==> src/rtl/core/akf_pkg.sv <==
// Package for the angle Kalman filter: widths, register indexes, reset values,
// multiplier shift codes and the saturation helper.
// No dependencies.
package akf_pkg;

  localparam int unsigned DataW   = 32;
  localparam int unsigned CovW    = 32;
  localparam int unsigned NoiseW  = 24;
  localparam int unsigned TimeW   = 24;
  localparam int unsigned MulAW   = 34;
  localparam int unsigned MulBW   = 32;
  localparam int unsigned MulOutW = 36;
  localparam int unsigned SumW    = 38;

  localparam logic [1:0] CFG_QA = 2'd0;
  localparam logic [1:0] CFG_QB = 2'd1;
  localparam logic [1:0] CFG_R  = 2'd2;

  localparam logic [NoiseW-1:0] QA_RST = 24'd134218;
  localparam logic [NoiseW-1:0] QB_RST = 24'd50332;
  localparam logic [NoiseW-1:0] R_RST  = 24'd167772;

  localparam logic signed [CovW-1:0] COV_ONE = 32'sh4000_0000;

  typedef enum logic [1:0] {
    SH_18 = 2'd0,
    SH_24 = 2'd1,
    SH_30 = 2'd2
  } shift_e;

  function automatic logic signed [31:0] sat32(input logic signed [SumW-1:0] v);
    logic hi_same;
    hi_same = (v[SumW-1:31] == '0) || (v[SumW-1:31] == '1);
    if (hi_same) return v[31:0];
    else if (v[SumW-1]) return 32'sh8000_0000;
    else return 32'sh7fff_ffff;
  endfunction

endpackage

==> src/rtl/core/akf_mul.sv <==
// Shared signed multiplier with floor shift and a registered result.
// Depends on akf_pkg.
module akf_mul (
  input  logic                                clk_i,
  input  logic signed [akf_pkg::MulAW-1:0]    a_i,
  input  logic signed [akf_pkg::MulBW-1:0]    b_i,
  input  akf_pkg::shift_e                     shift_i,
  output logic signed [akf_pkg::MulOutW-1:0]  prod_o
);

  logic signed [akf_pkg::MulAW+akf_pkg::MulBW-1:0] full;
  logic signed [akf_pkg::MulOutW-1:0]              prod_d, prod_q;

  assign full = a_i * b_i;

  // arithmetic shift gives floor rounding
  always_comb begin
    case (shift_i)
      akf_pkg::SH_18: prod_d = akf_pkg::MulOutW'(full >>> 18);
      akf_pkg::SH_24: prod_d = akf_pkg::MulOutW'(full >>> 24);
      akf_pkg::SH_30: prod_d = akf_pkg::MulOutW'(full >>> 30);
      default:        prod_d = akf_pkg::MulOutW'(full >>> 30);
    endcase
  end

  always_ff @(posedge clk_i) begin
    prod_q <= prod_d;
  end

  assign prod_o = prod_q;

endmodule

==> config.mk <==
export PLATFORM = sky130hd
export DESIGN_NAME = akf_mul
export DESIGN_NICKNAME = d
export VERILOG_FILES = /design/src/rtl/core/akf_pkg.sv /design/src/rtl/core/akf_mul.sv
export SDC_FILE = /design/constraint.sdc
export NUM_CORES = 2
export LEC_CHECK = 0
export BUFFER_PORTS_ARGS = -buffer_cell sky130_fd_sc_hd__buf_2
export CORE_MARGIN = 2
export CORE_UTILIZATION = 40
export DETAILED_ROUTE_END_ITERATION = 7
export PLACE_DENSITY = 0.56
export SKIP_CTS_REPAIR_TIMING = 1
export SYNTH_ARGS = -nofsm -noshare
export SYNTH_HDL_FRONTEND = slang
export SYNTH_SLANG_ARGS = --single-unit
==> constraint.sdc <==
create_clock -name clk_i -period 10.66 [get_ports clk_i]
set_input_delay 0.533 -clock clk_i [delete_from_list [all_inputs] [get_ports clk_i]]
set_output_delay 0.533 -clock clk_i [all_outputs]
set_load 0.1 [all_outputs]
==> results by group <==
Status
  • Status: complete, no violations

Placed design
  • DP Wirelength: 87.7 mm
  • Port bufs: 104
  • Placed Area: 40100 um2
  • Gpl congestion: 0.858

Routing
  • Via Count: 26.6k
  • Via density: 5.05
  • DRT antenna net count: 0
  • Post-Route WL: 105 mm
  • WL per Instance: 19.9 um
  • DRC: 0
  • Pre-antenna DRT Iters: 6
  • DRT iter0 DRCs: 1417

GRT
  • Largest net degree at the start of global routing: 54
  • GR Util met3: 1.37%
  • First-pass GRT wire length: 172 mm
  • Vias in the first global route: 30.2k
  • Met2 Usage GRT: 41.1%
  • Tot GR Track Use: 22.5%
  • Initial antenna violation count: 1
  • Total gr overflow: 0
  • Grt met1 use: 29.8%
  • Gr busiest metal: met2

Timing
  • Slew @ Worst Pin: 1.10 ns
  • Final hold violation count: 0
  • Clock period minus worst slack: 8.95 ns
  • RSZ-0062 raised after global routing: false
  • Fmax achieved: 0.112 GHz
  • Endpoints failing setup: 0
  • Max_slew headroom: 25.8%
  • Tcrit/Tclk final: 84.0%
  • Setup_tns: 0 ns
  • Final Slew Violations: 0

Logic synthesis
  • Syn_nets: 5487
  • Async S/R FF share, synth: 0%
  • Post-Syn Area: 38700 um2
  • Cell variety after synth: 71
  • Synth Flop Type: dfxtp_1
  • Warnings, synthesis: 0
  • Dominant cell type by area after synthesis: fa_1
  • Mapped Avg Cell Area: 9.44 um2
  • Yosys top cell area share: 59.1%
  • Post-synthesis cell count: 4093
  • FF+latch count, synth: 36
  • Register area share after synthesis: 1.86%
  • Top post-synthesis cells by area: fa_1 59%, inv_1 9.5%, and2_1 8.1%
  • Post-synth EDFFs: 0

Floorplanning
  • Row cnt: 114
  • Die area: 99100 um2
  • Die Span X: 315 um
  • Die height: 315 um
  • Core area: 96300 um2
  • Ports: 105
  • Initial Util: 40.1%

Job
  • Maxcap violations: 0

Clock network
  • CTS tree: done
  • CTS root buf: clkbuf_16
  • Worst-case clock buffer depth: 2
  • Clock slew at reported path FFs: 0.05 ns
  • Inserted Clock Buffers: 5
  • H-tree levels: 2
  • # clock sinks: 36

Setup path
  • Worst path slowest cell: fa_1
  • Crit path kind: input port to flip-flop
  • Critical Path RT: 10.81 ns
  • CP peak stage delay: 1.07 ns
  • CP max FO: 34
  • Cell family with most CP delay: adder cells
  • Worst path bufs/invs: 8
  • Setup crit start kind: input port
  • Critical Path AT: 9.11 ns
  • Cell mode on critical path: fa_1
  • Crit path capture type: flip-flop

Cells and area
  • Area delta synth->final: 4.15%
  • Final net count: 5395
  • Finished Cell Area: 40300 um2
  • Most frequent cells in the layout: 1141 x fa_1, 981 x inv_1, 607 x nand2_1, 503 x and2_1, 184 x ha_1
  • N_diodes: 0
  • Commonest non-fill, non-tap cell in the layout: fa_1
  • Max reg flops: 36
  • Fillers: 9653
  • Layout cells sized above 1: 3.92%

Worst hold path
  • Hold crit path type: input port to flip-flop
-- cell type report --
type	instances	area (um2)	share of cell area, %
Inverter	981	3680	9.15
Timing Repair Buffer	124	671	1.67
Clock inverter	1	30.0	0.0746
Clock buffer	7	153	0.379
Sequential cell	36	721	1.79
Multi-Input combinational cell	2853	33400	83.0
Tap cell	1276	1600	3.97
-- routing by layer --
layer / vias up / share of wire [%]
li1: 11500 / -
met1: 14500 / 42
met2: 548 / 53
met3: 118 / 3.2
met4: 2 / 1.9
met5: - / 0.012
-- stage by stage --
stage	cells	hold WS [ns]	worst slack (ns)	utilization [%]
3_3_place_gp	5270	1.09	1.40	41.6
3_5_place_dp	5270	1.09	1.43	41.6
5_1_grt	5278	0.871	1.24	41.8
6_report	5278	0.835	1.71	41.8
4_1_cts	5278	0.828	1.68	41.8
2_1_floorplan	4093	0.873	2.67	-
-- Yosys cell counts (4+ instances only) --
master and instances:
ha_1 184, o21ai_0 35, nand3_1 12, nand2b_1 17, nor3_1 5, nand2_1 607
o21a_1 9, buf_1 4, xnor2_1 38, and3_1 8, nor2_1 56, o21ai_1 7
mux2i_1 10, a21oi_1 61, xor2_1 22, a31oi_1 13, a211oi_1 7, nor2b_1 5
dfxtp_1 36, inv_1 981, fa_1 1141, a21o_1 25, and2_1 503, o21bai_1 7
a21boi_0 4, nand4_1 10, o211ai_1 4, clkbuf_1 218
-- cells by family after synthesis --
group / Yosys count / share of synthesized area (%)
buffers and inverters: 1204 / 11.7
xor gates and xnor gates: 60 / 1.36
and+or+nand+nor: 1241 / 15.8
muxes: 13 / 0.346
adders and majority gates: 1325 / 65.1
AOI/OAI and AO/OA: 214 / 3.82
DFF: 36 / 1.86
-- worst paths after layout --
path | start | to | slack [ns] | cells past startpoint
hold / removal | shift_i[0] | prod_o[35] | 0.83 | 3
setup / recovery | b_i[5] | prod_o[35] | 1.71 | 27
Power is left out: the tool's default activity adds up to more than one toggle a clock period on the data nets, which glitch-free logic cannot reach.
