$ cat src/rtl/core/akf_div.sv
// Radix-2 restoring divider for the gains: sat32(trunc(num * 2^30 / den)).
// Depends on akf_pkg. den must be positive.
module akf_div (
  input  logic                    clk_i,
  input  logic                    rst_ni,
  input  logic                    start_i,
  input  logic signed [31:0]      num_i,
  input  logic [31:0]             den_i,
  output logic                    done_o,
  output logic signed [31:0]      quo_o
);

  logic [31:0] mag;
  logic        busy_d, busy_q, done_d, done_q;
  logic [4:0]  cnt_d, cnt_q;
  logic [31:0] rem_d, rem_q, sh_d, sh_q, quo_d, quo_q, den_d, den_q;
  logic        neg_d, neg_q, ovf_d, ovf_q;
  logic [32:0] trial;
  logic        fits;

  assign mag   = num_i[31] ? (~num_i + 32'd1) : num_i;
  assign trial = {rem_q, sh_q[31]};
  assign fits  = trial >= {1'b0, den_q};

  always_comb begin
    busy_d = busy_q;
    done_d = 1'b0;
    cnt_d  = cnt_q;
    rem_d  = rem_q;
    sh_d   = sh_q;
    quo_d  = quo_q;
    den_d  = den_q;
    neg_d  = neg_q;
    ovf_d  = ovf_q;
    if (start_i) begin
      busy_d = 1'b1;
      cnt_d  = 5'd31;
      neg_d  = num_i[31];
      den_d  = den_i;
      // quotient of 2^32 or more saturates either way
      ovf_d  = {2'b00, mag[31:2]} >= den_i;
      rem_d  = {2'b00, mag[31:2]};
      sh_d   = {mag[1:0], 30'd0};
      quo_d  = '0;
    end else if (busy_q) begin
      rem_d = fits ? 32'(trial - {1'b0, den_q}) : trial[31:0];
      sh_d  = {sh_q[30:0], 1'b0};
      quo_d = {quo_q[30:0], fits};
      cnt_d = cnt_q - 5'd1;
      if (cnt_q == '0) begin
        busy_d = 1'b0;
        done_d = 1'b1;
      end
    end
  end

  always_ff @(posedge clk_i or negedge rst_ni) begin
    if (!rst_ni) begin
      busy_q <= 1'b0;
      done_q <= 1'b0;
      cnt_q  <= '0;
    end else begin
      busy_q <= busy_d;
      done_q <= done_d;
      cnt_q  <= cnt_d;
    end
  end

  always_ff @(posedge clk_i) begin
    rem_q <= rem_d;
    sh_q  <= sh_d;
    quo_q <= quo_d;
    den_q <= den_d;
    neg_q <= neg_d;
    ovf_q <= ovf_d;
  end

  always_comb begin
    if (neg_q) begin
      quo_o = (ovf_q || quo_q > 32'h8000_0000) ? 32'sh8000_0000 : $signed(~quo_q + 32'd1);
    end else begin
      quo_o = (ovf_q || quo_q[31]) ? 32'sh7fff_ffff : $signed(quo_q);
    end
  end

  assign done_o = done_q;

endmodule

$ cat config.mk
export PLATFORM = sky130hd
export DESIGN_NAME = akf_div
export DESIGN_NICKNAME = d
export VERILOG_FILES = /design/src/rtl/core/akf_div.sv
export SDC_FILE = /design/constraint.sdc
export NUM_CORES = 1
export LEC_CHECK = 0
export ABC_AREA = 1
export BUFFER_PORTS_ARGS = -buffer_cell sky130_fd_sc_hd__buf_2
export CORE_UTILIZATION = 35
export CTS_BUF_LIST = sky130_fd_sc_hd__clkbuf_8
export CTS_CLUSTER_DIAMETER = 60
export DETAILED_ROUTE_END_ITERATION = 16
export PLACE_DENSITY = 0.53
export SLEW_MARGIN = 20
export SYNTH_ARGS = -nofsm -noshare
export SYNTH_HDL_FRONTEND = slang
export SYNTH_SLANG_ARGS = --single-unit
$ cat constraint.sdc
create_clock -name clk_i -period 2.5 [get_ports clk_i]
set_clock_uncertainty 0.1 [all_clocks]
set_input_delay 0.5 -clock clk_i [delete_from_list [all_inputs] [get_ports clk_i]]
set_output_delay 0.5 -clock clk_i [all_outputs]
set_load 0.05 [all_outputs]
==> metrics.yaml, run 1 <==
drv_slew: 0
io_pins: 100
cts_tree: "yes"
yosysSeqAreaShare_pct: 31.1
synthTopCellsByArea: "edfxtp_1 (22%), nand2_1 (13%), inv_1 (9.1%)"
failed_checks: "setup timing"
via_per_inst: 4.92
gr-usage-all-layers_pct: 22.7
min_period_ps: 2910
synth-simple-area-share_pct: 28.3
worstSetupPathType: "reg -> out"
required_ps: 1900
io_buffer_count: 99
worst_setup_path_start_kind: "flip-flop"
cts_buffers: 9
setup_tns_ps: -9740
drt_iter0_drc: 696
dp_hpwl_mm: 22.5
final_cells: 2025
dr_total_vias: 9966
clk_path_buf_depth: 2
status: "complete, but fails checks"
yosysWarnings: 0
synthAdderAreaFrac_pct: 9.27
slew_headroom_pct: 69.6
drtPass1Iterations: 6
crit_slowest_cell: "dfxtp_1"
total_power_mw: 14.3
yosys-mux-area-fraction_pct: 0
reg2reg_slack_ps: 10
critPathMaxFanout: 4
synth_async_sr_flop_share_pct: 6.54
synth_cell_type_count: 45
yosys.area.top_type_share_pct: 21.7
syn_area_um2: 9120
finalWorstSetupSlack_ps: -406
synth_top_area_cell: "edfxtp_1"
num_rows: 58
synth_xor_area_share_pct: 6.91
cpPeakStageDelay_ps: 320
synth_most_common_cell: "nand2_1"
grt_pass1_vias: 9506
antenna_found_initial: 0
area_growth_pct: 59.6
rsz0062_at_grt: "yes"
drc: 0
core_um2: 25400
grt.overflow.total: 0
root_buffer: "clkbuf_8"
power_leakage_nw: 6.85
setup_viol: 33
max_freq_mhz: 344
initial_core_util_pct: 35.9
routed_wirelength_mm: 30.4
clock-sinks: 107
grt_first_pass_wirelength_mm: 48.0
synth_top_cells_by_count: "nand2_1 (314), inv_1 (221), nor2_1 (104)"
synth_top_family_by_area: "simple AND/OR/NAND/NOR gates"
syn_inst: 1314
ir_drop_v: 0.000491
hold_class: "in -> reg"
synth.avg_cell_area_um2: 6.94
cap_violations: 0
antenna_left: 0
drive_gt1_share_pct: 43.5
worst_slew_pin_slew_ps: 456
die-area_um2: 26700
p_per_area_nw_per_um2: 983
htreeDepth: 3
clkTransAtPathRegs_ps: 120
synth_edf_count: 66
end_kind: "primary output"
fin_crit_sh_pct: 116
path_cells: "inv_2 > buf_4 > nand3_4 > nor3_4 > nand2_2 > nor2_4 > nand3b_4 > nor2_4 > a21oi_1 > nor2_1 > nor2_2 > buf_6"
synth_compound_area_share_pct: 13.5
dieHeight_um: 163
pre_cts_ws_ps: -654
synth-seq-cells: 107
globalplace.congestion: 0.888
placedCellCount: 1950
yosys_most_used_dff: "edfxtp_1"
wl_per_cell_um: 15.0
diodes: 0
grt_start_max_net_pins: 76
hold_viol: 0
arrival_ps: 2310
die_w_um: 163
insertion_delay_ps: 410
syn_nets: 1448
nNetsFinal: 1824
cpMostUsedCell: "nor2_4"
[final cells by class]
class | count | area [µm²]
Sequential cell | 107 | 2840
Multi-Input combinational cell | 953 | 7030
Tap cell | 330 | 413
Timing Repair Buffer | 395 | 3190
Fill cell | 2314 | 10800
Clock inverter | 7 | 92.6
Clock buffer | 9 | 124
Inverter | 224 | 861
[routing by layer]
metal	global-route usage, %	share of wire, %	vias up
met5	0	0	-
met4	6.33	1.9	0
met3	2.11	3.6	41
met2	37.2	47	215
met1	31.6	48	4664
li1	-	-	5046
[cell usage in the layout, fill, tap and decap left out, types with 6 or more instances in the layout]
cell type / netlist / layout
buf_4: 4 / 272
nand2_1: 314 / 240
inv_1: 221 / 181
nor2_1: 104 / 69
edfxtp_1: 66 / 66
nand2_2: 2 / 62
buf_2: 0 / 62
o21ai_0: 79 / 52
nand3_1: 75 / 44
a21oi_1: 53 / 43
xor2_1: 52 / 43
buf_6: 4 / 43
inv_2: 3 / 39
o22ai_1: 33 / 33
ha_1: 66 / 33
ha_4: 0 / 32
dfxtp_1: 34 / 31
o21ai_4: 0 / 25
nor2_2: 6 / 24
o21ai_1: 37 / 22
nor3_1: 31 / 22
nor2_4: 3 / 20
xnor2_1: 20 / 20
nand3_2: 4 / 19
nand3_4: 1 / 17
o21ai_2: 0 / 17
nand4_1: 16 / 16
nand2_4: 0 / 14
xor2_2: 0 / 9
a21oi_2: 2 / 9
clkbuf_8: 0 / 9
or2_1: 8 / 7
nor3_2: 3 / 7
o211ai_1: 7 / 7
dfrtp_1: 7 / 7
buf_8: 0 / 6
buf_12: 0 / 6
[worst paths after layout]
path                           start   endpoint  cells past startpoint
min                        den_i[30]  den_q[30]                      1
min in group asynchronous     rst_ni   cnt_q[0]                      2
max in group asynchronous     rst_ni   cnt_q[1]                      2
max reg2reg                 sh_q[31]  rem_q[20]                     14
max                         quo_q[0]  quo_o[31]                     12
min reg2reg                rem_q[30]  rem_q[30]                      2
[registers in the layout, indices dropped and copies added (netlist names)]
register / flops
rem_q: 32
sh_q: 2
ovf_q: 1
quo_q: 32
neg_q: 1
cnt_q: 5
den_q: 32
done_o: 1
busy_q: 1
[power by group]
group / internal (mW) / leakage, nW / switching [mW] / total, mW
clock: 0.490 / 0.109 / 0.706 / 1.20
combinational: 4.87 / 5.72 / 5.63 / 10.5
sequential: 2.29 / 1.03 / 0.316 / 2.60
total: 7.65 / 6.85 / 6.66 / 14.3
[what timing repair did]
action	4_1_cts	5_1_grt
setup buffers	31	23
endpoints found under the setup margin	63	66
endpoints found under the hold margin	7	0
hold buffers	1	0
gates resized for setup	258	196
gates cloned	6	1
pin swaps	83	98
[per-stage QoR]
stage                     area (µm²)  hold slack, ps  util (%)
after floorplan                 9380             104         -
after global placement         12000             241      47.1
after detailed placement       12000             242      47.1
after CTS                      13700             151      54.0
after global routing           14600             143      57.3
final                          14600             175      57.3
[critical path: cells and delay by family (launching register included)]
kind / cells / cell delay, ps
flops: 1 / 320
buf+inv: 3 / 370
simple gates: 8 / 1110
compound gates: 1 / 90
[cell families after synthesis]
group,Yosys count
simple gates,588
buf+inv,255
compound gates,225
flops,107
xor+xnor,72
fa+ha+maj,67
No activity file was read; power rests on OpenSTA's default activity.
==> inputs of run 2 (changes only) <==
Clock period 2.5 ns to 3.2 ns, I/O delays scaled along.
==> run 2 against run 1 <==
Compared with the run above:
- the flow now finishes without violations
- die area unchanged
- non-clock buffer count decreased by 239
- cell area decreased by 26%
- register-to-register slack improved by 350 ps
- critical path type unchanged
- highest routed layer unchanged
==> metrics.yaml, run 2 (synthesis results as in run 1) <==
status: "finished, final reports clean"
rsz0062_at_grt: "yes"
area_growth_pct: 18.4
drtPass1Iterations: 7
largestRegisters: "den_q: 32 flops, quo_q: 32 flops, rem_q: 32 flops"
min_period_ps: 3090
dieHeight_um: 163
cpPeakStageDelay_ps: 310
path_cells: "inv_1 > buf_4 > nand3_2 > nor3_4 > nand2_2 > nor2_4 > nand3_1 > nor2_1 > xor2_1 > o21ai_1 > buf_4"
setup_tns_ps: 0
setup_viol: 0
worst_setup_path_start_kind: "flip-flop"
fillers: 2714
whs_path_depth: 1
end_kind: "primary output"
crit_slowest_cell: "dfxtp_1"
rr_worst_depth: 13
worst_slew_pin_slew_ps: 811
reg2reg_slack_ps: 360
initial_core_util_pct: 35.9
drive_gt1_share_pct: 15.8
fin_area_um2: 10800
r2r_end: "rem_q[22]"
drt_iter0_drc: 583
drc: 0
routed_wirelength_mm: 25.6
power_leakage_nw: 5.35
diodes: 0
worstSetupPathType: "reg -> out"
antenna_left: 0
core_um2: 25400
antenna_found_initial: 0
grt_start_max_net_pins: 76
min_from: "den_i[0]"
num_rows: 58
hold_end: "den_q[0]"
dr_total_vias: 8574
globalplace.congestion: 0.890
die_w_um: 163
gr-usage-all-layers_pct: 19.7
cts_tree: "yes"
drv_slew: 0
fin_crit_sh_pct: 96.5
max_freq_mhz: 324
grt_pass1_vias: 8126
wl_per_cell_um: 14.3
clk_path_buf_depth: 2
slew_headroom_pct: 45.9
final_cells: 1785
critPathMaxFanout: 4
required_ps: 2460
htreeDepth: 3
placedCellCount: 1767
dp_hpwl_mm: 20.7
post_dp_cell_area_um2: 10300
layout_common_cells: "nand2_1 (311), inv_1 (222), nor2_1 (99), nand3_1 (74), buf_2 (74)"
pre_cts_ws_ps: -309
finalWorstSetupSlack_ps: 113
grt.overflow.total: 0
ir_drop_v: 0.000359
cts_buffers: 9
cap_violations: 0
regToRegStartpoint: "sh_q[31]"
die-area_um2: 26700
insertion_delay_ps: 400
multi_input_area_um2: 5420
io_pins: 100
hold_viol: 0
seqCellArea_um2: 2840
io_buffer_count: 99
p_per_area_nw_per_um2: 699
nNetsFinal: 1584
final_common_cell: "nand2_1"
clkTransAtPathRegs_ps: 110
grt_first_pass_wirelength_mm: 41.3
clock-sinks: 107
arrival_ps: 2350
root_buffer: "clkbuf_8"
cpMostUsedCell: "buf_4"
hold_class: "in -> reg"
via_per_inst: 4.80
-- run 2: cell types whose count changed in the layout (fill, tap and decap cells not counted), sizes merged --
cell | before | now
buf | 393 | 154
inv | 227 | 229
nand2 | 318 | 317
clkinv | 3 | 1
-- run 2: repair_timing --
action	CTS	global route
endpoints found under the setup margin	25	33
hold buffers	1	0
gates resized for setup	26	67
pin swaps	0	2
hold endpoints to repair	7	0
buffers inserted	0	1
-- run 2: through the flow --
stage               util, %  total power, mW  hold WS, ps
floorplan                 -             5.38          244
global placement       40.7             6.51          379
detailed placement     40.7             6.52          385
CTS                    41.7             7.45          305
global route           42.5             8.25          302
finish                 42.5             7.55          326
-- run 2: worst max-delay path by stage --
stage | startpoint | to | slack [ps] | depth (start not counted)
after floorplan | quo_q[0] | quo_o[24] | -40 | 10
after CTS | quo_q[4] | quo_o[12] | -5 | 11
final | quo_q[0] | quo_o[29] | 110 | 11
after global routing | quo_q[0] | quo_o[31] | -40 | 13
after detailed placement | num_i[1] | ovf_q | -310 | 19
after global placement | num_i[1] | ovf_q | -200 | 19
-- run 2: critical path, delay by kind of cell, from the launching register on --
kind                      cells  cell delay, ps
AOI/OAI and AO/OA             1             170
xor gates and xnor gates      1              70
and+or+nand+nor               6             960
buffers and inverters         3             430
DFF                           1             310
-- run 2: power by group --
group | switching, mW | leakage (nW) | total [mW] | internal, mW
clock network | 0.491 | 0.108 | 0.848 | 0.357
logic | 3.11 | 4.22 | 4.80 | 1.69
registers | 0.130 | 1.02 | 1.91 | 1.78
-- run 2: final cells by class --
type | instances | area share, %
multi-input cells | 952 | 50.2
flip-flops and latches | 107 | 26.3
repair buffers | 156 | 10.2
inverters | 224 | 7.83
well taps | 330 | 3.82
clock buffers | 9 | 1.15
clock inverters | 7 | 0.579
-- run 2: layer usage --
layer	vias to the layer above	global-route usage (%)	share of wire (%)
met5	-	0	0
met4	0	5.95	1.6
met1	3811	27.9	51
met2	170	31.4	44
met3	23	1.90	3.2
li1	4570	-	-
==> inputs of run 3 (changes only) <==
Settings changed: CORE_UTILIZATION 35 to 28, PLACE_DENSITY 0.53 to 0.45.
==> run 3 against run 2 <==
Compared with the run above:
- routed wire length grew 8.2%
- die area grew 25%
- hold slack lost 11 ps
- maximum frequency grew 0.27%
- sequential power is essentially flat
- combinational power grew 5.0%
- critical endpoint is now quo_o[15]
==> metrics.yaml, run 3 (synthesis results as in run 1) <==
status: "finished, final reports clean"
cap_violations: 0
setup_viol: 0
grt.overflow.total: 0
num_rows: 65
slew_headroom_pct: 43.4
area_growth_pct: 21.2
gr-usage-all-layers_pct: 17.0
insertion_delay_ps: 400
grt_start_max_net_pins: 75
drc: 0
wl_per_cell_um: 14.6
die_w_um: 183
layout_common_cells: "nand2_1 (312), inv_1 (215), nor2_1 (99), nand3_1 (74), o21ai_0 (72)"
post_dp_cell_area_um2: 10400
antenna_found_initial: 1
total_power_mw: 7.75
drive_gt1_share_pct: 17.1
dieHeight_um: 183
largestRegisters: "den_q: 32 flops, quo_q: 32 flops, rem_q: 32 flops"
hold_class: "in -> reg"
power_leakage_nw: 5.39
fin_util_pct: 34.8
clkTransAtPathRegs_ps: 110
end_kind: "primary output"
cts_buffers: 9
root_buffer: "clkbuf_8"
worstSetupPathType: "reg -> out"
worst_setup_path_start_kind: "flip-flop"
htreeDepth: 3
diodes: 0
max_freq_mhz: 325
worst_slew_pin_slew_ps: 848
drv_slew: 0
crit_slowest_cell: "dfxtp_1"
core_um2: 31800
globalplace.congestion: 0.879
cts_tree: "yes"
io_buffer_count: 99
critPathMaxFanout: 13
antenna_left: 0
required_ps: 2460
hold_viol: 0
fin_area_um2: 11100
die-area_um2: 33300
fin_crit_sh_pct: 96.2
drtPass1Iterations: 5
via_per_inst: 4.62
arrival_ps: 2340
rsz0062_at_grt: "yes"
ir_drop_v: 0.000262
final_common_cell: "nand2_1"
grt_first_pass_wirelength_mm: 44.4
cpPeakStageDelay_ps: 340
path_cells: "inv_2 > ha_4 > nand3_4 > nor2_4 > nand2_1 > o21ai_1 > nand2_1 > nor2_4 > inv_4 > buf_12 > o21ai_1 > buf_6"
drt_iter0_drc: 512
dr_total_vias: 8755
clk_path_buf_depth: 2
min_period_ps: 3080
p_per_area_nw_per_um2: 701
grt_pass1_vias: 8520
finalWorstSetupSlack_ps: 121
pre_cts_ws_ps: -196
io_pins: 100
routed_wirelength_mm: 27.7
initial_core_util_pct: 28.7
nNetsFinal: 1591
clock-sinks: 107
dp_hpwl_mm: 22.3
## run 3: final cells by class
type	count	area [µm²]
clock buffer	10	138
clock inverter	6	32.5
fill	3484	20700
inverter	224	843
multi-input combinational	952	5470
sequential	107	2840
tap	435	544
timing repair buffer	163	1190
## run 3: per-stage QoR
step,hold WS [ps],TNS (ps),cells
2_1_floorplan,244,-174,1314
3_3_place_gp,371,-141,1869
3_5_place_dp,377,-196,1869
4_1_cts,287,-12.3,1887
5_1_grt,288,-310,1897
6_report,314,0,1897
## run 3: repair_timing
item	4_1_cts	5_1_grt
resized for setup	39	83
endpoints found under the hold margin	7	0
pin swaps	3	10
setup endpoints to repair	29	33
buffers inserted	1	10
hold buffers	1	0
## run 3: path summary, 6_finish.rpt
kind	start	endpoint	slack, ps	cells past startpoint
worst min-delay path	den_i[31]	den_q[31]	310	1
worst max-delay path	quo_q[1]	quo_o[15]	120	12
worst max register to register	rem_q[11]	rem_q[26]	390	12
max in group asynchronous	rst_ni	busy_q	2340	2
worst min register to register	rem_q[30]	rem_q[30]	390	2
min in group asynchronous	rst_ni	cnt_q[1]	500	2
## run 3: report_power, final
part           switching, mW  internal [mW]  total (mW)  leakage [nW]
logic                   3.21           1.84        5.04          4.28
registers              0.135           1.78        1.91          1.03
clock network          0.495          0.296       0.791        0.0855
## run 3: per-layer routing
| layer | share of wire [%] | GRT usage, % |
|---|---|---|
| met1 | 51 | 24.2 |
| met2 | 43 | 26.6 |
| met3 | 3.6 | 2.51 |
| met4 | 1.4 | 4.47 |
| met5 | 0 | 0 |
## run 3: worst max-delay path, delay by kind of cell (launching register included)
kind	cells	cell delay, ps
AND/OR/NAND/NOR	5	570
adder cells (fa/ha/maj)	1	160
buffers and inverters	4	540
flip-flops	1	340
AO/OA/AOI/OAI	2	320
